## src/rtl/fdsc_pkg.sv

```systemverilog
// ----------------------------------------------------------------------------
// fdsc_pkg
// Shared types and codes for the file delivery sender controller.
// ----------------------------------------------------------------------------
package fdsc_pkg;

    // most actions one event can produce
    localparam int MAX_ACTIONS = 5;
    localparam int CNT_W       = $clog2(MAX_ACTIONS + 1);

    // default depth of the queue between front and back
    localparam int QUEUE_DEPTH = 2;

    typedef logic [CNT_W-1:0] cnt_t;

    typedef enum logic [1:0] {
        PH_META = 2'd0,
        PH_FILE = 2'd1,
        PH_DONE = 2'd2
    } phase_t;

    typedef enum logic [3:0] {
        EV_ENTER       = 4'd0,
        EV_SEND_DATA   = 4'd1,
        EV_ABANDON     = 4'd2,
        EV_CANCEL_NOTE = 4'd3,
        EV_SUSP_NOTE   = 4'd4,
        EV_PUT         = 4'd5,
        EV_SUSP_REQ    = 4'd6,
        EV_RESUME      = 4'd7,
        EV_CANCEL_REQ  = 4'd8,
        EV_REPORT      = 4'd9,
        EV_FREEZE      = 4'd10,
        EV_THAW        = 4'd11
    } event_t;

    typedef enum logic [3:0] {
        ACT_TXN     = 4'd0,
        ACT_META    = 4'd1,
        ACT_DATA    = 4'd2,
        ACT_EOF     = 4'd3,
        ACT_EOFSENT = 4'd4,
        ACT_FIN     = 4'd5,
        ACT_ABAND   = 4'd6,
        ACT_SUSP    = 4'd7,
        ACT_RESUME  = 4'd8,
        ACT_REPORT  = 4'd9,
        ACT_REQ     = 4'd10,
        ACT_ERR     = 4'd11
    } action_t;

    // run of actions decided for one event
    typedef struct packed {
        action_t [MAX_ACTIONS-1:0] acts;
        cnt_t                      n;
        event_t                    req;
        logic                      eof_cond;
    } plan_t;

endpackage

```

## src/rtl/fdsc_front.sv

```systemverilog
// ----------------------------------------------------------------------------
// fdsc_front
// Takes events, keeps the transaction state, builds the run of actions.
// ----------------------------------------------------------------------------
module fdsc_front (
    input  logic             clk,
    input  logic             rst_n,
    input  logic             accept,
    input  logic [3:0]       cmd,
    input  logic             transport_ready,
    input  logic             file_data_present,
    input  logic             file_fully_sent,
    input  logic             metadata_send_ok,
    input  logic             data_send_ok,
    input  logic             eof_send_ok,
    output logic             push,
    output fdsc_pkg::plan_t  plan
);

    fdsc_pkg::phase_t phase_reg, phase_next;
    logic susp_reg, susp_next;
    logic frozen_reg, frozen_next;
    logic cancel_reg, cancel_next;

    always_ff @(posedge clk or negedge rst_n)
    begin
        if (!rst_n)
        begin
            phase_reg  <= fdsc_pkg::PH_META;
            susp_reg   <= 1'b0;
            frozen_reg <= 1'b0;
            cancel_reg <= 1'b0;
        end
        else if (accept)
        begin
            phase_reg  <= phase_next;
            susp_reg   <= susp_next;
            frozen_reg <= frozen_next;
            cancel_reg <= cancel_next;
        end
    end

    always_comb
    begin
        phase_next    = phase_reg;
        susp_next     = susp_reg;
        frozen_next   = frozen_reg;
        cancel_next   = cancel_reg;
        plan.acts     = '{default: fdsc_pkg::ACT_TXN};
        plan.n        = '0;
        plan.req      = fdsc_pkg::EV_ENTER;
        plan.eof_cond = cancel_reg;

        case (phase_reg)
            fdsc_pkg::PH_META:
            begin
                if (cmd == fdsc_pkg::EV_ENTER)
                begin
                    susp_next   = 1'b0;
                    frozen_next = 1'b0;
                    cancel_next = 1'b0;
                end
                else if (cmd == fdsc_pkg::EV_PUT)
                begin
                    plan.acts[0] = fdsc_pkg::ACT_TXN;
                    plan.acts[1] = fdsc_pkg::ACT_META;
                    if (!metadata_send_ok)
                    begin
                        plan.n     = fdsc_pkg::CNT_W'(2);
                        phase_next = fdsc_pkg::PH_DONE;
                    end
                    else if (file_data_present)
                    begin
                        plan.acts[2] = fdsc_pkg::ACT_REQ;
                        plan.req     = fdsc_pkg::EV_ENTER;
                        plan.n       = fdsc_pkg::CNT_W'(3);
                        phase_next   = fdsc_pkg::PH_FILE;
                    end
                    else
                    begin
                        plan.acts[2] = fdsc_pkg::ACT_EOF;
                        plan.acts[3] = fdsc_pkg::ACT_EOFSENT;
                        plan.acts[4] = fdsc_pkg::ACT_FIN;
                        plan.n       = eof_send_ok ? fdsc_pkg::CNT_W'(5)
                                                   : fdsc_pkg::CNT_W'(3);
                        phase_next   = fdsc_pkg::PH_DONE;
                    end
                end
                else
                begin
                    plan.acts[0] = fdsc_pkg::ACT_ERR;
                    plan.n       = fdsc_pkg::CNT_W'(1);
                end
            end

            fdsc_pkg::PH_FILE:
            begin
                case (cmd)
                    fdsc_pkg::EV_ENTER:
                    begin
                        plan.acts[0] = fdsc_pkg::ACT_REQ;
                        plan.req     = fdsc_pkg::EV_SEND_DATA;
                        plan.n       = fdsc_pkg::CNT_W'(1);
                    end
                    fdsc_pkg::EV_SEND_DATA:
                    begin
                        // held back while suspended, frozen or transport busy
                        if (!susp_reg && !frozen_reg && transport_ready)
                        begin
                            if (file_fully_sent)
                            begin
                                plan.acts[0] = fdsc_pkg::ACT_EOF;
                                plan.acts[1] = fdsc_pkg::ACT_EOFSENT;
                                plan.acts[2] = fdsc_pkg::ACT_FIN;
                                plan.n       = eof_send_ok ? fdsc_pkg::CNT_W'(3)
                                                           : fdsc_pkg::CNT_W'(1);
                                phase_next   = fdsc_pkg::PH_DONE;
                            end
                            else
                            begin
                                plan.acts[0] = fdsc_pkg::ACT_DATA;
                                plan.acts[1] = fdsc_pkg::ACT_REQ;
                                plan.req     = fdsc_pkg::EV_SEND_DATA;
                                if (data_send_ok)
                                begin
                                    plan.n = fdsc_pkg::CNT_W'(2);
                                end
                                else
                                begin
                                    plan.n     = fdsc_pkg::CNT_W'(1);
                                    phase_next = fdsc_pkg::PH_DONE;
                                end
                            end
                        end
                    end
                    fdsc_pkg::EV_ABANDON:
                    begin
                        plan.acts[0] = fdsc_pkg::ACT_ABAND;
                        plan.n       = fdsc_pkg::CNT_W'(1);
                        phase_next   = fdsc_pkg::PH_DONE;
                    end
                    fdsc_pkg::EV_CANCEL_NOTE:
                    begin
                        // goes on whether or not the eof send succeeds
                        plan.acts[0] = fdsc_pkg::ACT_EOF;
                        plan.acts[1] = fdsc_pkg::ACT_FIN;
                        plan.n       = fdsc_pkg::CNT_W'(2);
                        phase_next   = fdsc_pkg::PH_DONE;
                    end
                    fdsc_pkg::EV_SUSP_NOTE:
                    begin
                        if (!susp_reg)
                        begin
                            plan.acts[0] = fdsc_pkg::ACT_SUSP;
                            plan.n       = fdsc_pkg::CNT_W'(1);
                            susp_next    = 1'b1;
                        end
                    end
                    fdsc_pkg::EV_SUSP_REQ:
                    begin
                        plan.acts[0] = fdsc_pkg::ACT_REQ;
                        plan.req     = fdsc_pkg::EV_SUSP_NOTE;
                        plan.n       = fdsc_pkg::CNT_W'(1);
                    end
                    fdsc_pkg::EV_RESUME:
                    begin
                        plan.req = fdsc_pkg::EV_SEND_DATA;
                        if (susp_reg)
                        begin
                            plan.acts[0] = fdsc_pkg::ACT_RESUME;
                            plan.acts[1] = fdsc_pkg::ACT_REQ;
                            plan.n       = fdsc_pkg::CNT_W'(2);
                            susp_next    = 1'b0;
                        end
                        else
                        begin
                            plan.acts[0] = fdsc_pkg::ACT_REQ;
                            plan.n       = fdsc_pkg::CNT_W'(1);
                        end
                    end
                    fdsc_pkg::EV_CANCEL_REQ:
                    begin
                        cancel_next  = 1'b1;
                        plan.acts[0] = fdsc_pkg::ACT_REQ;
                        plan.req     = fdsc_pkg::EV_CANCEL_NOTE;
                        plan.n       = fdsc_pkg::CNT_W'(1);
                    end
                    fdsc_pkg::EV_REPORT:
                    begin
                        plan.acts[0] = fdsc_pkg::ACT_REPORT;
                        plan.n       = fdsc_pkg::CNT_W'(1);
                    end
                    fdsc_pkg::EV_FREEZE:
                    begin
                        frozen_next = 1'b1;
                    end
                    fdsc_pkg::EV_THAW:
                    begin
                        if (frozen_reg)
                        begin
                            frozen_next  = 1'b0;
                            plan.acts[0] = fdsc_pkg::ACT_REQ;
                            plan.req     = fdsc_pkg::EV_SEND_DATA;
                            plan.n       = fdsc_pkg::CNT_W'(1);
                        end
                    end
                    default:
                    begin
                        plan.acts[0] = fdsc_pkg::ACT_ERR;
                        plan.n       = fdsc_pkg::CNT_W'(1);
                    end
                endcase
            end

            default:
            begin
                // completed (and the unused code): every event ignored
            end
        endcase
    end

    // events with no action never reach the queue
    assign push = accept && (plan.n != '0);

`ifndef SYNTH
    a_done_silent: assert property (@(posedge clk) disable iff (!rst_n)
        (accept && phase_reg == fdsc_pkg::PH_DONE) |-> !push)
        else $error("event in completed phase produced actions");

    a_done_sticky: assert property (@(posedge clk) disable iff (!rst_n)
        (phase_reg == fdsc_pkg::PH_DONE) |=> (phase_reg == fdsc_pkg::PH_DONE))
        else $error("left completed phase");

    a_flags_enter: assert property (@(posedge clk) disable iff (!rst_n)
        (accept && phase_reg == fdsc_pkg::PH_META && cmd == fdsc_pkg::EV_ENTER)
        |=> (!susp_reg && !frozen_reg && !cancel_reg))
        else $error("enter did not clear flags");
`endif

endmodule

```

## src/rtl/fdsc_queue.sv

```systemverilog
// ----------------------------------------------------------------------------
// fdsc_queue
// Small FIFO of action plans between front and back.
// ----------------------------------------------------------------------------
module fdsc_queue #(
    parameter int Depth = fdsc_pkg::QUEUE_DEPTH
) (
    input  logic            clk,
    input  logic            rst_n,
    input  logic            push,
    input  fdsc_pkg::plan_t push_plan,
    output logic            full,
    input  logic            pop,
    output logic            q_valid,
    output fdsc_pkg::plan_t head
);

    localparam int PtrW = (Depth > 1) ? $clog2(Depth) : 1;
    localparam int CntW = $clog2(Depth + 1);

    fdsc_pkg::plan_t mem [Depth];

    logic [PtrW-1:0] wr_ptr_reg, wr_ptr_next;
    logic [PtrW-1:0] rd_ptr_reg, rd_ptr_next;
    logic [CntW-1:0] count_reg, count_next;

    assign full    = (count_reg == CntW'(Depth));
    assign q_valid = (count_reg != '0);
    assign head    = mem[rd_ptr_reg];

    always_comb
    begin
        wr_ptr_next = wr_ptr_reg;
        rd_ptr_next = rd_ptr_reg;
        if (push)
            wr_ptr_next = (wr_ptr_reg == PtrW'(Depth - 1)) ? '0 : wr_ptr_reg + PtrW'(1);
        if (pop)
            rd_ptr_next = (rd_ptr_reg == PtrW'(Depth - 1)) ? '0 : rd_ptr_reg + PtrW'(1);
        count_next = count_reg + CntW'(push) - CntW'(pop);
    end

    always_ff @(posedge clk or negedge rst_n)
    begin
        if (!rst_n)
        begin
            wr_ptr_reg <= '0;
            rd_ptr_reg <= '0;
            count_reg  <= '0;
        end
        else
        begin
            wr_ptr_reg <= wr_ptr_next;
            rd_ptr_reg <= rd_ptr_next;
            count_reg  <= count_next;
        end
    end

    always_ff @(posedge clk)
    begin
        if (push)
            mem[wr_ptr_reg] <= push_plan;
    end

`ifndef SYNTH
    a_no_overflow: assert property (@(posedge clk) disable iff (!rst_n)
        full |-> !push)
        else $error("push into full queue");

    a_no_underflow: assert property (@(posedge clk) disable iff (!rst_n)
        !q_valid |-> !pop)
        else $error("pop from empty queue");
`endif

endmodule

```

## src/rtl/fdsc_back.sv

```systemverilog
// ----------------------------------------------------------------------------
// fdsc_back
// Plays out one action per cycle into the output register while out_ready lets it.
// ----------------------------------------------------------------------------
module fdsc_back (
    input  logic            clk,
    input  logic            rst_n,
    input  logic            q_valid,
    input  fdsc_pkg::plan_t head,
    output logic            pop,
    output logic            out_valid,
    input  logic            out_ready,
    output logic [3:0]      action,
    output logic [3:0]      requested_event,
    output logic            eof_condition,
    output logic            last
);

    fdsc_pkg::cnt_t idx_reg, idx_next;
    logic           out_valid_reg, out_valid_next;
    logic [3:0]     action_reg, action_next;
    logic [3:0]     req_reg, req_next;
    logic           cond_reg, cond_next;
    logic           last_reg, last_next;
    logic           load;
    fdsc_pkg::action_t cur_act;

    assign load    = q_valid && (!out_valid_reg || out_ready);
    assign cur_act = head.acts[idx_reg];

    always_comb
    begin
        last_next      = ((idx_reg + fdsc_pkg::CNT_W'(1)) == head.n);
        action_next    = cur_act;
        req_next       = (cur_act == fdsc_pkg::ACT_REQ) ? head.req : 4'd0;
        cond_next      = (cur_act == fdsc_pkg::ACT_EOF) ? head.eof_cond : 1'b0;
        pop            = load && last_next;
        idx_next       = idx_reg;
        out_valid_next = out_valid_reg;
        if (load)
        begin
            idx_next       = last_next ? '0 : idx_reg + fdsc_pkg::CNT_W'(1);
            out_valid_next = 1'b1;
        end
        else if (out_ready)
        begin
            out_valid_next = 1'b0;
        end
    end

    always_ff @(posedge clk or negedge rst_n)
    begin
        if (!rst_n)
        begin
            idx_reg       <= '0;
            out_valid_reg <= 1'b0;
        end
        else
        begin
            idx_reg       <= idx_next;
            out_valid_reg <= out_valid_next;
        end
    end

    always_ff @(posedge clk)
    begin
        if (load)
        begin
            action_reg <= action_next;
            req_reg    <= req_next;
            cond_reg   <= cond_next;
            last_reg   <= last_next;
        end
    end

    assign out_valid       = out_valid_reg;
    assign action          = action_reg;
    assign requested_event = req_reg;
    assign eof_condition   = cond_reg;
    assign last            = last_reg;

`ifndef SYNTH
    a_plan_len: assert property (@(posedge clk) disable iff (!rst_n)
        q_valid |-> (head.n != '0 && head.n <= fdsc_pkg::CNT_W'(fdsc_pkg::MAX_ACTIONS)))
        else $error("queued plan has bad length");

    a_idx_range: assert property (@(posedge clk) disable iff (!rst_n)
        q_valid |-> (idx_reg < head.n))
        else $error("action index past plan end");

    a_idle_idx: assert property (@(posedge clk) disable iff (!rst_n)
        !q_valid |-> (idx_reg == '0))
        else $error("index not rewound between plans");
`endif

endmodule

```

## src/rtl/file_delivery_sender_controller_unit.sv

```systemverilog
// ----------------------------------------------------------------------------
// file_delivery_sender_controller_unit
// Controller of an unacknowledged file-delivery sender.
// ----------------------------------------------------------------------------
// Usage:
//   Input channel (in_valid/in_ready) carries one event code with its status
//   bits. Output channel (out_valid/out_ready) carries the actions that the
//   event causes, one per item, in order; last marks the final one.
//   An event that causes no action produces no output item.
// Output path: the front decodes an accepted event into the queue, and the
//   back then loads its actions from the queue into the output register,
//   from which the receiver takes them.
// Throughput: the output side moves one action per cycle while the receiver
//   is ready; an event has one to five actions. Events with no action put
//   nothing into the queue. The front keeps taking events while the queue
//   has room.
// Reset: phase back to metadata, flags and cancel condition cleared, queue
//   and output register emptied.
// Receiver stall: the output register holds its item; the back part stops,
//   the queue fills, then in_ready drops until room frees up.
// ----------------------------------------------------------------------------
module file_delivery_sender_controller_unit #(
    parameter int QueueDepth = fdsc_pkg::QUEUE_DEPTH
) (
    input  logic       clk,
    input  logic       rst_n,
    input  logic       in_valid,
    output logic       in_ready,
    input  logic [3:0] cmd,
    input  logic       transport_ready,
    input  logic       file_data_present,
    input  logic       file_fully_sent,
    input  logic       metadata_send_ok,
    input  logic       data_send_ok,
    input  logic       eof_send_ok,
    output logic       out_valid,
    input  logic       out_ready,
    output logic [3:0] action,
    output logic [3:0] requested_event,
    output logic       eof_condition,
    output logic       last
);

    logic            accept;
    logic            push;
    logic            full;
    logic            pop;
    logic            q_valid;
    fdsc_pkg::plan_t push_plan;
    fdsc_pkg::plan_t head;

    // front accepts whenever the queue can take a plan
    assign in_ready = !full;
    assign accept   = in_valid && in_ready;

    // front: state keeping and classification of each event
    fdsc_front u_front (
        .clk               (clk),
        .rst_n             (rst_n),
        .accept            (accept),
        .cmd               (cmd),
        .transport_ready   (transport_ready),
        .file_data_present (file_data_present),
        .file_fully_sent   (file_fully_sent),
        .metadata_send_ok  (metadata_send_ok),
        .data_send_ok      (data_send_ok),
        .eof_send_ok       (eof_send_ok),
        .push              (push),
        .plan              (push_plan)
    );

    // decouples front and back so each stalls on its own
    fdsc_queue #(
        .Depth (QueueDepth)
    ) u_queue (
        .clk       (clk),
        .rst_n     (rst_n),
        .push      (push),
        .push_plan (push_plan),
        .full      (full),
        .pop       (pop),
        .q_valid   (q_valid),
        .head      (head)
    );

    // back: one action per cycle into the output register while the receiver takes them
    fdsc_back u_back (
        .clk             (clk),
        .rst_n           (rst_n),
        .q_valid         (q_valid),
        .head            (head),
        .pop             (pop),
        .out_valid       (out_valid),
        .out_ready       (out_ready),
        .action          (action),
        .requested_event (requested_event),
        .eof_condition   (eof_condition),
        .last            (last)
    );

endmodule

```

## config.mk

```make
export PLATFORM = sky130hd
export DESIGN_NAME = file_delivery_sender_controller_unit
export DESIGN_NICKNAME = d
export VERILOG_FILES = /design/src/rtl/fdsc_pkg.sv /design/src/rtl/fdsc_front.sv /design/src/rtl/fdsc_queue.sv /design/src/rtl/fdsc_back.sv /design/src/rtl/file_delivery_sender_controller_unit.sv
export SDC_FILE = /design/constraint.sdc
export NUM_CORES = 1
export LEC_CHECK = 0
export BUFFER_PORTS_ARGS = -buffer_cell sky130_fd_sc_hd__buf_2
export CAP_MARGIN = 40
export CORE_MARGIN = 4
export CORE_UTILIZATION = 54
export CTS_CLUSTER_DIAMETER = 120
export DETAILED_ROUTE_END_ITERATION = 8
export GPL_ROUTABILITY_DRIVEN = 0
export PLACE_DENSITY = 0.73
export SKIP_LAST_GASP = 1
export SLEW_MARGIN = 20
export SYNTH_ARGS = -nofsm -noshare
export SYNTH_HDL_FRONTEND = slang
export SYNTH_SLANG_ARGS = --single-unit
```

## constraint.sdc

```tcl
create_clock -name clk -period 4.5 [get_ports clk]
set_clock_uncertainty 0.15 [all_clocks]
set_input_delay 0.9 -clock clk [delete_from_list [all_inputs] [get_ports clk]]
set_output_delay 0.9 -clock clk [all_outputs]
set_load 0.02 [all_outputs]
```

After elaboration in Yosys (flattened, before gate mapping)
Memories as Yosys holds them, arrays and structs flattened.
Cells that the tools add are included.
{"block": "word_totals", "out_inout_bits": 12, "rom_bits": 0, "elab_cells": 119, "memories": 1, "latchBits": 0, "input_bits": 14, "regBits": 23, "mem_bits_rw": 56}
{"block": "op_classes", "n_mux": 50, "n_reduce_logical": 24, "eq_ne": 25, "n_lt_le_gt_ge": 1, "multipliers": 0, "div": 0, "n_bitwise": 0, "shifts": 0, "addsub": 5}
{"memory": "u_queue.mem", "words": 2, "word_bits": 28, "read_ports": 1, "rd_ports_with_merged_regs": 0, "wr": 1, "line_no": "fdsc_queue.sv:21", "rtl": "fdsc_pkg::plan_t mem [Depth];"}
{"op": "7-bit one-hot mux with 9 select lines", "count": 1}
{"op": "19-bit one-hot mux with 2 select lines", "count": 1}
{"op": "11-bit 2-to-1 mux", "count": 3}
{"op": "27-bit 2-to-1 mux", "count": 1}
{"op": "4-bit == test (second input constant)", "count": 5}
{"op": "4-bit one-hot mux with 5 select lines", "count": 1}
{"op": "19-bit 2-to-1 mux", "count": 1}
{"op": "2-bit 2-to-1 mux", "count": 9}
{"op": "4-bit by 3-bit == test with 1-bit output (second input constant)", "count": 4}
{"op": "4-bit 2-to-1 mux", "count": 4}
{"op": "15-bit 2-to-1 mux", "count": 1}
{"op": "3-bit 2-to-1 mux", "count": 5}
{"op": "7-bit 2-to-1 mux", "count": 2}
{"op": "4-bit binary-select mux with 3-bit select", "count": 1}
{"op": "4-bit by 2-bit == test with 1-bit output (second input constant)", "count": 3}
{"op": "4-bit one-hot mux with 3 select lines", "count": 1}
{"op": "4-bit AND reduction", "count": 3}
{"op": "1-bit one-hot mux with 2 select lines", "count": 5}
{"op": "1-bit 2-to-1 mux", "count": 9}
{"op": "3-bit inequality test (second input constant)", "count": 3}
{"op": "8-bit 2-to-1 mux", "count": 1}
{"op": "2-bit one-hot mux with 2 select lines", "count": 2}
{"op": "7-bit AND reduction", "count": 1}
{"op": "1-bit logical AND", "count": 6}
{"op": "other kinds (23)", "count": 32}

Longest topological paths before layout
Gate-level depths: netlist of run 1.
{"block": "logic_depth", "word_depth": 10, "mapped_depth": 11, "ltp_nobuf": 10}

By module
Synthesis of run 1 repeated with hierarchy kept, for this count alone.
{"block": "unflattened", "hier_cells": 299, "hier_area_um2": 4005.1}
{"mod": "fdsc_queue", "cells_per_inst": 102, "seq_area_each_um2": 1781.7, "instances": 1, "area_each_um2": 2267.2}
{"mod": "fdsc_front", "cells_per_inst": 124, "seq_area_each_um2": 125.1, "instances": 1, "area_each_um2": 890.9}
{"mod": "fdsc_back", "cells_per_inst": 71, "seq_area_each_um2": 400.4, "instances": 1, "area_each_um2": 837.1}
{"mod": "file_delivery_sender_controller_unit", "cells_per_inst": 2, "seq_area_each_um2": 0.0, "instances": 1, "area_each_um2": 10.0}

Worst setup path before layout of run 1
Ideal clock, no wire load.
{"block": "synth_path", "path_kind": "in2reg", "from": "input cmd[1]", "to": "memory u_queue.mem[0][0] (netlist bit), enable pin", "path_slack_ns": 0.507, "stages": 6, "t_arrival_ns": 3.418, "path_buffers": 1, "setup_time_ns": 0.425, "required_ns": 3.925, "path_cell_list": "buf_2 and2b_1 nand4_1 a211o_1 and2_1 a211oi_1"}
{"block": "synth_via", "elab_chain_len": 8, "word_cells_on_any_way": 21, "cone_classes": "eq/ne (11); mux (6); reduce/logical (4)"}
{"item": "from (decl)", "line_no": "file_delivery_sender_controller_unit.sv:29", "rtl": "input logic [3:0] cmd,"}
{"item": "4-bit by 3-bit == test with 1-bit output (tied with other cells)", "line_no": "fdsc_front.sv:98", "rtl": "case (cmd)"}
{"item": "3-bit OR reduction (no line) / 7-bit 2-to-1 mux (equally long branches)"}
{"item": "7-bit one-hot mux with 9 select lines / 27-bit 2-to-1 mux (equally long branches)", "line_no": "fdsc_front.sv:98, fdsc_front.sv:57"}
{"item": "19-bit one-hot mux with 2 select lines *", "line_no": "fdsc_front.sv:54", "rtl": "case (phase_reg)"}
{"item": "3-bit nonzero test *", "line_no": "fdsc_front.sv:223", "rtl": "assign push = accept && (plan.n != '0);"}
{"item": "1-bit logical AND *", "line_no": "fdsc_front.sv:223"}
{"item": "1-bit 2-to-1 mux *", "line_no": "fdsc_queue.sv:60", "rtl": "if (push)"}
{"item": "1-bit 2-to-1 mux (not written as such) *", "line_no": "fdsc_queue.sv:61", "rtl": "mem[wr_ptr_reg] <= push_plan;"}
{"item": "to (decl)", "line_no": "fdsc_queue.sv:21"}
Every way passes the cells marked *; elsewhere a longest branch is shown, timed or not.

Worst setup path in the final report of run 1
{"block": "layout_path", "from": "input cmd[0]", "to": "memory u_queue.mem[0][14] (netlist bit), enable pin"}
The elaborated chain is that of the path after synthesis.

==> results.json, run 1 <==
{
  "grt.total_usage": 0.1814,
  "max_stage_delay_ps": 360,
  "ys.flop_type": "edfxtp_1",
  "route.vias.total": 2131,
  "antenna_found_initial": 0,
  "path_cells": "buf_2 -> nor2b_1 -> nand3_1 -> a211o_1 -> and2_1 -> a211oi_2 -> buf_4",
  "synth_edf_count": 47,
  "postCtsHoldBufs": 0,
  "setup_tns_ps": 0,
  "io_pins": 26,
  "cts_made_buffers": 9,
  "cts_tree": "built",
  "drt_pre_antenna_iters": 5,
  "overflow": 0,
  "power_mw": 1.788,
  "path_class": "input port to register",
  "critPathLaunchType": "input port",
  "setup_viol": 0,
  "place.port_buffers": 24,
  "start_util": 0.5585,
  "drtAntennaViolNets": 0,
  "dieArea_sq_um": 7005,
  "cpLargestDelayFamily": "simple AND/OR/NAND/NOR gates",
  "clock_sinks": 60,
  "crit_arrival_ps": 2710,
  "cap_violations": 0,
  "status": "finished, final reports clean",
  "slowest_stage": "nor2b_1",
  "routedWlPerCell_microns": 16.54,
  "nFillCells": 459,
  "timing.final.hold_violations": 0,
  "cts_resized": 0,
  "first_global_vias": 2071,
  "grt_first_pass_wirelength_mm": 10.09,
  "synthCells": 253,
  "layout-drive-gt1-share": 0.2297,
  "power_density_nw_per_um2": 511.3,
  "multi_input_area_sq_um": 1237,
  "grt_max_degree": 20,
  "cp_max_fo": 19,
  "drc": 0,
  "power_leakage_nw": 1.310,
  "fin_crit_sh": 0.6344,
  "async_flop_share": 0.2167,
  "worstSetupEndpointType": "register",
  "avgViaCountPerCell": 6.003,
  "dp_hpwl_mm": 4.252,
  "hold_class": "input port to asynchronous set/reset pin",
  "clock_path_buffers": 2,
  "dr.first_iter.drc_count": 123,
  "rsz0062_at_grt": "no",
  "clk_pin_slew_ps": 70,
  "fmax_ghz": 0.3503,
  "core_sq_um": 5540,
  "drt-total-wl_mm": 5.871,
  "dieWidth_microns": 83.70,
  "syn_avg_cell_area_sq_um": 12.23,
  "die_y_microns": 83.70,
  "syn_area_sq_um": 3094,
  "ctsRootBufferMaster": "clkbuf_8",
  "max-vdd-ir-drop_mv": 0.2976,
  "largest_register_ff_count": 38,
  "placementRows": 27,
  "yosysSeqAreaShare": 0.5613,
  "regArea_sq_um": 1737,
  "synth_nets": 270,
  "ys_warn_count": 0,
  "htreeDepth": 3,
  "maxSlewViolCount": 0,
  "cts_setup_buffers": 0,
  "path_buf_inv": 2,
  "yosys_register_bits": 60,
  "synth.distinct_cells": 65,
  "area_delta_synth_final_pct": 13.02,
  "insertion_delay_ps": 330,
  "min_period_ps": 2855,
  "diodes": 0,
  "required_ps": 4360,
  "nets": 295
}
## power by group
| part | total [mW] | switching, mW | internal [mW] | leakage [nW] |
|---|---|---|---|---|
| Combinational | 0.496 | 0.285 | 0.211 | 0.625 |
| Clock | 0.548 | 0.205 | 0.344 | 0.120 |
| Sequential | 0.744 | 0.0642 | 0.680 | 0.565 |
## path summary, 6_finish.rpt
check | start | end | slack [ps] | cells past startpoint
max reg2reg | u_back.idx_reg[0]$_DFFE_PN0P_ | u_queue.count_reg[1]$_DFF_PN0_ | 1930 | 10
min | rst_n | u_front.phase_reg[0]$_DFFE_PN0P_ | 300 | 1
max | cmd[0] | u_queue.mem[0][14]$_DFFE_PP_ | 1650 | 7
min reg2reg | u_back.out_valid$_DFFE_PN0P_ | u_back.out_valid$_DFFE_PN0P_ | 350 | 2
max in group asynchronous | rst_n | u_front.cancel_reg$_DFFE_PN0P_ | 3670 | 1
min in group clk | u_back.out_valid$_DFFE_PN0P_ | u_back.out_valid$_DFFE_PN0P_ | 350 | 2
## layout by cell type (no fill, tap or decap), types with 6 or more instances in the layout
cell type   n
clkbuf_8   11
a21oi_1    10
nor2b_1     6
nand3_1     8
o21ai_0    17
nand2b_1    6
nor3_1      6
buf_2      24
nor2_1      9
mux2i_1     9
inv_1      13
dfrtp_1    13
nand2_1    15
edfxtp_1   47
## cells by family (layout without fill, tap and decap cells)
group | after synthesis | in the layout | synth area share
other cells | 1 | 1 | 0.001212
xor+xnor | 8 | 8 | 0.02507
buf+inv | 26 | 56 | 0.04205
fa+ha+maj | 3 | 3 | 0.01213
simple gates | 82 | 82 | 0.1614
flops | 60 | 60 | 0.5613
mux | 18 | 18 | 0.08128
compound gates | 55 | 55 | 0.1157
## per-layer routing
| layer | vias up | share of wire | global-route usage | wire (microns) |
|---|---|---|---|---|
| met1 | 1036 | 0.41 | 0.2239 | 2385 |
| li1 | 1003 | - | - | - |
| met3 | 10 | 0.062 | 0.05726 | 362 |
| met2 | 82 | 0.52 | 0.3030 | 3027 |
| met4 | 0 | 0.016 | 0.05848 | 95 |
| met5 | - | 0 | 0 | 0 |
## cells in the mapped netlist, types with 6 or more instances
library cell,number,area (sq um)
nor2b_1,6,37.54
a21oi_1,10,50.05
nor2_1,9,33.78
nand2b_1,6,37.54
mux2i_1,9,90.09
nor3_1,6,30.03
o21ai_0,17,85.08
edfxtp_1,47,1411
nand3_1,8,40.04
inv_1,13,48.80
nand2_1,15,56.30
dfrtp_1,13,325.3
## metrics by stage
stage | utilization | std cells | cell area, sq um | worst slack [ps] | hold slack (ps)
after global placement | 0.5863 | 338 | 3248 | 1418 | 324.9
after floorplan | - | 253 | 3094 | 506.9 | 292.4
after global routing | 0.6312 | 355 | 3497 | 1549 | 300.1
after CTS | 0.6312 | 355 | 3497 | 1686 | 292.8
final | 0.6312 | 355 | 3497 | 1645 | 298.1
after detailed placement | 0.5890 | 339 | 3263 | 1365 | 343.6
## final cells by class
type / count / area share
flip-flops and latches: 60 / 0.4966
multi-input cells: 167 / 0.3538
clock buffers: 11 / 0.04329
repair buffers: 27 / 0.04293
well taps: 72 / 0.02576
clock inverters: 5 / 0.02361
inverters: 13 / 0.01395
(Power assumes the default switching activity.)
==> run 2, diff against run 1 <==
Settings changed: ABC_AREA set to 1.
Clock period 4.5 ns to 2.7 ns, I/O delays scaled along.
==> run 2 against run 1 <==
Global-route usage is 0.87 points higher. Power grew 85%. Register-to-register slack lost 1500 ps. Count of clock-buffer cells in the layout shrank 2. Largest cell class unchanged. First-iteration DRC count is 37% higher.
==> results.json, run 2 <==
{
  "cap_violations": 0,
  "dr.first_iter.drc_count": 168,
  "final_common_cell": "nand2_1",
  "fmax_ghz": 0.4455,
  "whs_ps": 258.5,
  "yosys_register_bits": 60,
  "syn_avg_cell_area_sq_um": 9.848,
  "routedWlPerCell_microns": 13.82,
  "crit_arrival_ps": 2350,
  "dpl.cell_count": 393,
  "first_global_vias": 2025,
  "core_sq_um": 5238,
  "layout-drive-gt1-share": 0.1912,
  "clock_sinks": 60,
  "final_cell_mix": "62 x nand2_1, 47 x edfxtp_1, 34 x inv_1",
  "drtAntennaViolNets": 0,
  "comb_power_share": 0.373,
  "power_leakage_nw": 1.469,
  "insertion_delay_ps": 320,
  "power_mw": 3.310,
  "nets": 352,
  "htreeDepth": 3,
  "r2r_start": "u_back.idx_reg[0]$_DFFE_PN0P_",
  "path_class": "register to register",
  "yosysSeqAreaShare": 0.5839,
  "yosys.area.top_type": "edfxtp_1",
  "p_int_mw": 2.031,
  "status": "finished, final reports clean",
  "power_density_nw_per_um2": 985.1,
  "cts_setup_buffers": 0,
  "grt_max_degree": 20,
  "max-vdd-ir-drop_mv": 0.6102,
  "required_ps": 2800,
  "synth_edf_count": 47,
  "timing.final.hold_violations": 0,
  "switching_share": 0.3865,
  "drt_pre_antenna_iters": 4,
  "grt.total_usage": 0.1902,
  "async_flop_share": 0.2167,
  "clkPwrFrac": 0.193,
  "place_area_sq_um": 3192,
  "synthTopCellsByCount": "62 x nand2_1, 47 x edfxtp_1, 34 x inv_1",
  "dieWidth_microns": 82.22,
  "ctsRootBufferMaster": "clkbuf_8",
  "ys_warn_count": 0,
  "fin_crit_sh": 0.8314,
  "clock_path_buffers": 2,
  "dp_hpwl_mm": 4.302,
  "p_sw_mw": 1.279,
  "synthTopCellsByArea": "edfxtp_1 47%, dfrtp_1 11%, nand2_1 7.8%",
  "clk_pin_slew_ps": 70,
  "io_pins": 26,
  "synth.distinct_cells": 39,
  "min_from": "out_ready",
  "route.vias.total": 2156,
  "worstSetupEndpointType": "register",
  "largest_register_ff_count": 38,
  "antenna_found_initial": 0,
  "hold_class": "input port to register",
  "dieArea_sq_um": 6759,
  "rsz0062_at_grt": "no",
  "die_y_microns": 82.22,
  "synth_top_cell_area_share": 0.4745,
  "fin_cells": 410,
  "min_period_ps": 2245,
  "syn_area_sq_um": 2974,
  "fin_area_sq_um": 3359,
  "start_util": 0.5678,
  "grt_first_pass_wirelength_mm": 9.266,
  "pwr-share-seq": 0.434,
  "setup_viol": 0,
  "overflow": 0,
  "diodes": 0,
  "setup_tns_ps": 0,
  "synth_most_common_cell": "nand2_1",
  "synthCells": 302,
  "area_delta_synth_final_pct": 12.96,
  "cts_tree": "built",
  "drc": 0,
  "maxSlewViolCount": 0,
  "cts_made_buffers": 9,
  "synth_nets": 319,
  "ys.flop_type": "edfxtp_1",
  "placementRows": 26,
  "cp_max_fo": 10,
  "critPathLaunch": "u_back.idx_reg[0]$_DFFE_PN0P_",
  "drt-total-wl_mm": 5.668,
  "nFillCells": 452,
  "critPathLaunchType": "register",
  "place.port_buffers": 24,
  "avgViaCountPerCell": 5.259
}
-- run 2: logic make-up after synthesis --
logic type,share of synthesized area
buffers and inverters,0.06142
AO/OA/AOI/OAI,0.09466
flip-flops,0.5839
adder cells (fa/ha/maj),0.01262
XOR/XNOR,0.01767
AND/OR/NAND/NOR,0.2183
multiplexers,0.01010
other,0.001261
-- run 2: critical path, stage by stage (launching register included) --
cell and delay (ps):
dfrtp_1 500, ha_1 270, xnor2_1 230, xor2_1 170
nand2_1 130, nor2_2 160, ha_1 250, inv_1 50
ha_1 150, xnor2_1 110
-- run 2: worst paths after layout --
path	slack, ps	cells after the start	end
min	260	2	u_back.out_valid$_DFFE_PN0P_
max	460	9	u_queue.count_reg[1]$_DFF_PN0_
min reg2reg	360	2	u_queue.wr_ptr_reg$_DFFE_PN0N_
max reg2reg	460	9	u_queue.count_reg[1]$_DFF_PN0_
min in group asynchronous	480	2	u_queue.rd_ptr_reg$_DFFE_PN0P_
max in group asynchronous	1680	2	u_front.susp_reg$_DFFE_PN0P_
-- run 2: cell type report --
cell class / count / area, sq um / area share
sequential: 60 / 1737 / 0.5169
multi-input combinational: 198 / 1057 / 0.3147
timing repair buffer: 28 / 177.7 / 0.05289
inverter: 38 / 142.6 / 0.04246
clock buffer: 9 / 123.9 / 0.03687
tap: 70 / 87.58 / 0.02607
clock inverter: 7 / 33.78 / 0.01006
-- run 2: stage by stage --
step / worst slack [ps] / utilization
CTS: 444.4 / 0.6414
global route: 242.3 / 0.6414
finish: 455.2 / 0.6414
floorplan: 311.1 / -
detailed placement: 349.6 / 0.6094
global placement: 356.6 / 0.6094
-- run 2: what timing repair did --
action / CTS / global route
gates resized for setup: 0 / 0
endpoints found under the hold margin: 13 / 0
setup endpoints to repair: 0 / 0
hold buffers: 1 / 0
-- run 2: power groups by stage --
stage | combinational [mW] | sequential, mW | clock, mW
6_report | 1.23 | 1.44 | 0.640
5_1_grt | 1.39 | 1.46 | 0.697
4_1_cts | 1.25 | 1.44 | 0.654
3_5_place_dp | 1.24 | 1.45 | 0
3_3_place_gp | 1.22 | 1.45 | 0
2_1_floorplan | 0.856 | 1.51 | 0
-- run 2: routing by layer --
| layer | wire (microns) | track usage | vias up |
|---|---|---|---|
| met4 | 187 | 0.1229 | 0 |
| li1 | - | - | 1089 |
| met3 | 286 | 0.04338 | 15 |
| met5 | 0 | 0 | - |
| met1 | 2495 | 0.2266 | 989 |
| met2 | 2700 | 0.3085 | 63 |
==> run 3, diff against run 2 <==
Clock period 2.7 ns to 2.1 ns, I/O delays scaled along.
==> run 3 against run 2 <==
Flip-flop and latch count is the same. Critical endpoint unchanged. Non-clock buffer count grew 19. First-iteration DRC count shrank 17%.
==> results.json, run 3 (synthesized netlist as in run 2, its figures left out) <==
{
  "htreeDepth": 3,
  "die_y_microns": 82.22,
  "status": "finished, final reports clean",
  "fmax_ghz": 0.5052,
  "fin_area_sq_um": 3602,
  "dieWidth_microns": 82.22,
  "p_sw_mw": 1.753,
  "min_period_ps": 1979,
  "routedWlPerCell_microns": 13.38,
  "crit_arrival_ps": 2090,
  "grt_first_pass_wirelength_mm": 9.377,
  "dpl.cell_count": 410,
  "final_cell_mix": "62 x nand2_1, 47 x edfxtp_1, 33 x inv_1",
  "insertion_delay_ps": 330,
  "nets": 371,
  "hold_class": "input port to register",
  "area_delta_synth_final_pct": 21.12,
  "dieArea_sq_um": 6759,
  "critPathLaunchType": "register",
  "grt_max_degree": 20,
  "grt.total_usage": 0.1922,
  "first_global_vias": 2099,
  "pwr-share-seq": 0.383,
  "clock_sinks": 60,
  "core_sq_um": 5238,
  "drt-total-wl_mm": 5.742,
  "required_ps": 2210,
  "overflow": 0,
  "power_mw": 4.778,
  "path_class": "register to register",
  "max-vdd-ir-drop_mv": 0.7892,
  "whs_ps": 127.8,
  "dpl_worst_slack_ps": -46.04,
  "cts_tree": "built",
  "dr.first_iter.drc_count": 140,
  "antenna_found_initial": 0,
  "worstSetupEndpointType": "register",
  "route.vias.total": 2225,
  "setup_tns_ps": 0,
  "worst_slack_ps": 120.7,
  "power_leakage_nw": 1.580,
  "ctsRootBufferMaster": "clkbuf_8",
  "comb_power_share": 0.379,
  "drtAntennaViolNets": 0,
  "fin_cells": 429,
  "timing.final.hold_violations": 0,
  "dp_hpwl_mm": 4.311,
  "final_common_cell": "nand2_1",
  "diodes": 0,
  "setup_viol": 0,
  "cts_made_buffers": 9,
  "largest_register_ff_count": 38,
  "clkPwrFrac": 0.238,
  "rsz0062_at_grt": "yes",
  "cp_max_fo": 9,
  "switching_share": 0.3668,
  "cap_violations": 0,
  "fin_crit_sh": 0.9425,
  "layout-drive-gt1-share": 0.2507,
  "drc": 0,
  "clk_pin_slew_ps": 70,
  "place.port_buffers": 24,
  "power_density_nw_per_um2": 1326,
  "clock_path_buffers": 2,
  "drt_pre_antenna_iters": 4,
  "start_util": 0.5678,
  "p_int_mw": 3.025,
  "place_area_sq_um": 3328,
  "placementRows": 26,
  "maxSlewViolCount": 0,
  "avgViaCountPerCell": 5.186,
  "final_core_util": 0.6878,
  "io_pins": 26
}
## run 3: worst max-delay path: stages (launching register included)
cell and delay (ps):
dfrtp_1 410, buf_4 180, inv_1 140, nand2_1 70
a21oi_1 140, nand2_1 110, nor2_4 150, ha_1 240
inv_1 50, ha_1 150, xnor2_1 110
## run 3: worst paths after layout
kind                       cells past startpoint                              to  slack, ps                            from
setup / recovery                              10  u_queue.count_reg[1]$_DFF_PN0_        120   u_back.idx_reg[0]$_DFFE_PN0P_
hold / removal                                 2    u_back.out_valid$_DFFE_PN0P_        130                       out_ready
setup reg to reg                              10  u_queue.count_reg[1]$_DFF_PN0_        120   u_back.idx_reg[0]$_DFFE_PN0P_
hold reg to reg                                2  u_queue.wr_ptr_reg$_DFFE_PN0N_        320  u_queue.wr_ptr_reg$_DFFE_PN0N_
max in group asynchronous                      2  u_queue.rd_ptr_reg$_DFFE_PN0P_       1180                           rst_n
min in group asynchronous                      2  u_queue.count_reg[0]$_DFF_PN0_        360                           rst_n
## run 3: cell type report
class / instances / area (sq um)
clock inverters: 7 / 98.84
well taps: 70 / 87.58
clock buffers: 9 / 123.9
multi-input cells: 198 / 1087
fillers: 402 / 1635
flip-flops and latches: 60 / 1738
repair buffers: 47 / 320.3
inverters: 38 / 146.4
## run 3: power groups by stage
| stage | clock network [mW] | logic [mW] | registers, mW |
|---|---|---|---|
| finish | 1.14 | 1.81 | 1.83 |
| global route | 1.22 | 2.04 | 1.87 |
| CTS | 1.15 | 1.75 | 1.82 |
| detailed placement | 0 | 1.74 | 1.84 |
| global placement | 0 | 1.71 | 1.83 |
| floorplan | 0 | 1.11 | 1.94 |
## run 3: what timing repair did
item / in CTS / in global routing
hold buffers: 1 / 0
gates resized for setup: 0 / 4
hold endpoints to repair: 13 / 0
setup endpoints to repair: 0 / 3
buffers inserted: 0 / 2
## run 3: routing by layer
metal	track usage	up-vias	share of wire
met4	0.1262	0	0.028
met5	0	-	0
met2	0.3197	59	0.50
met1	0.2249	1024	0.43
met3	0.03796	14	0.042
li1	-	1128	-
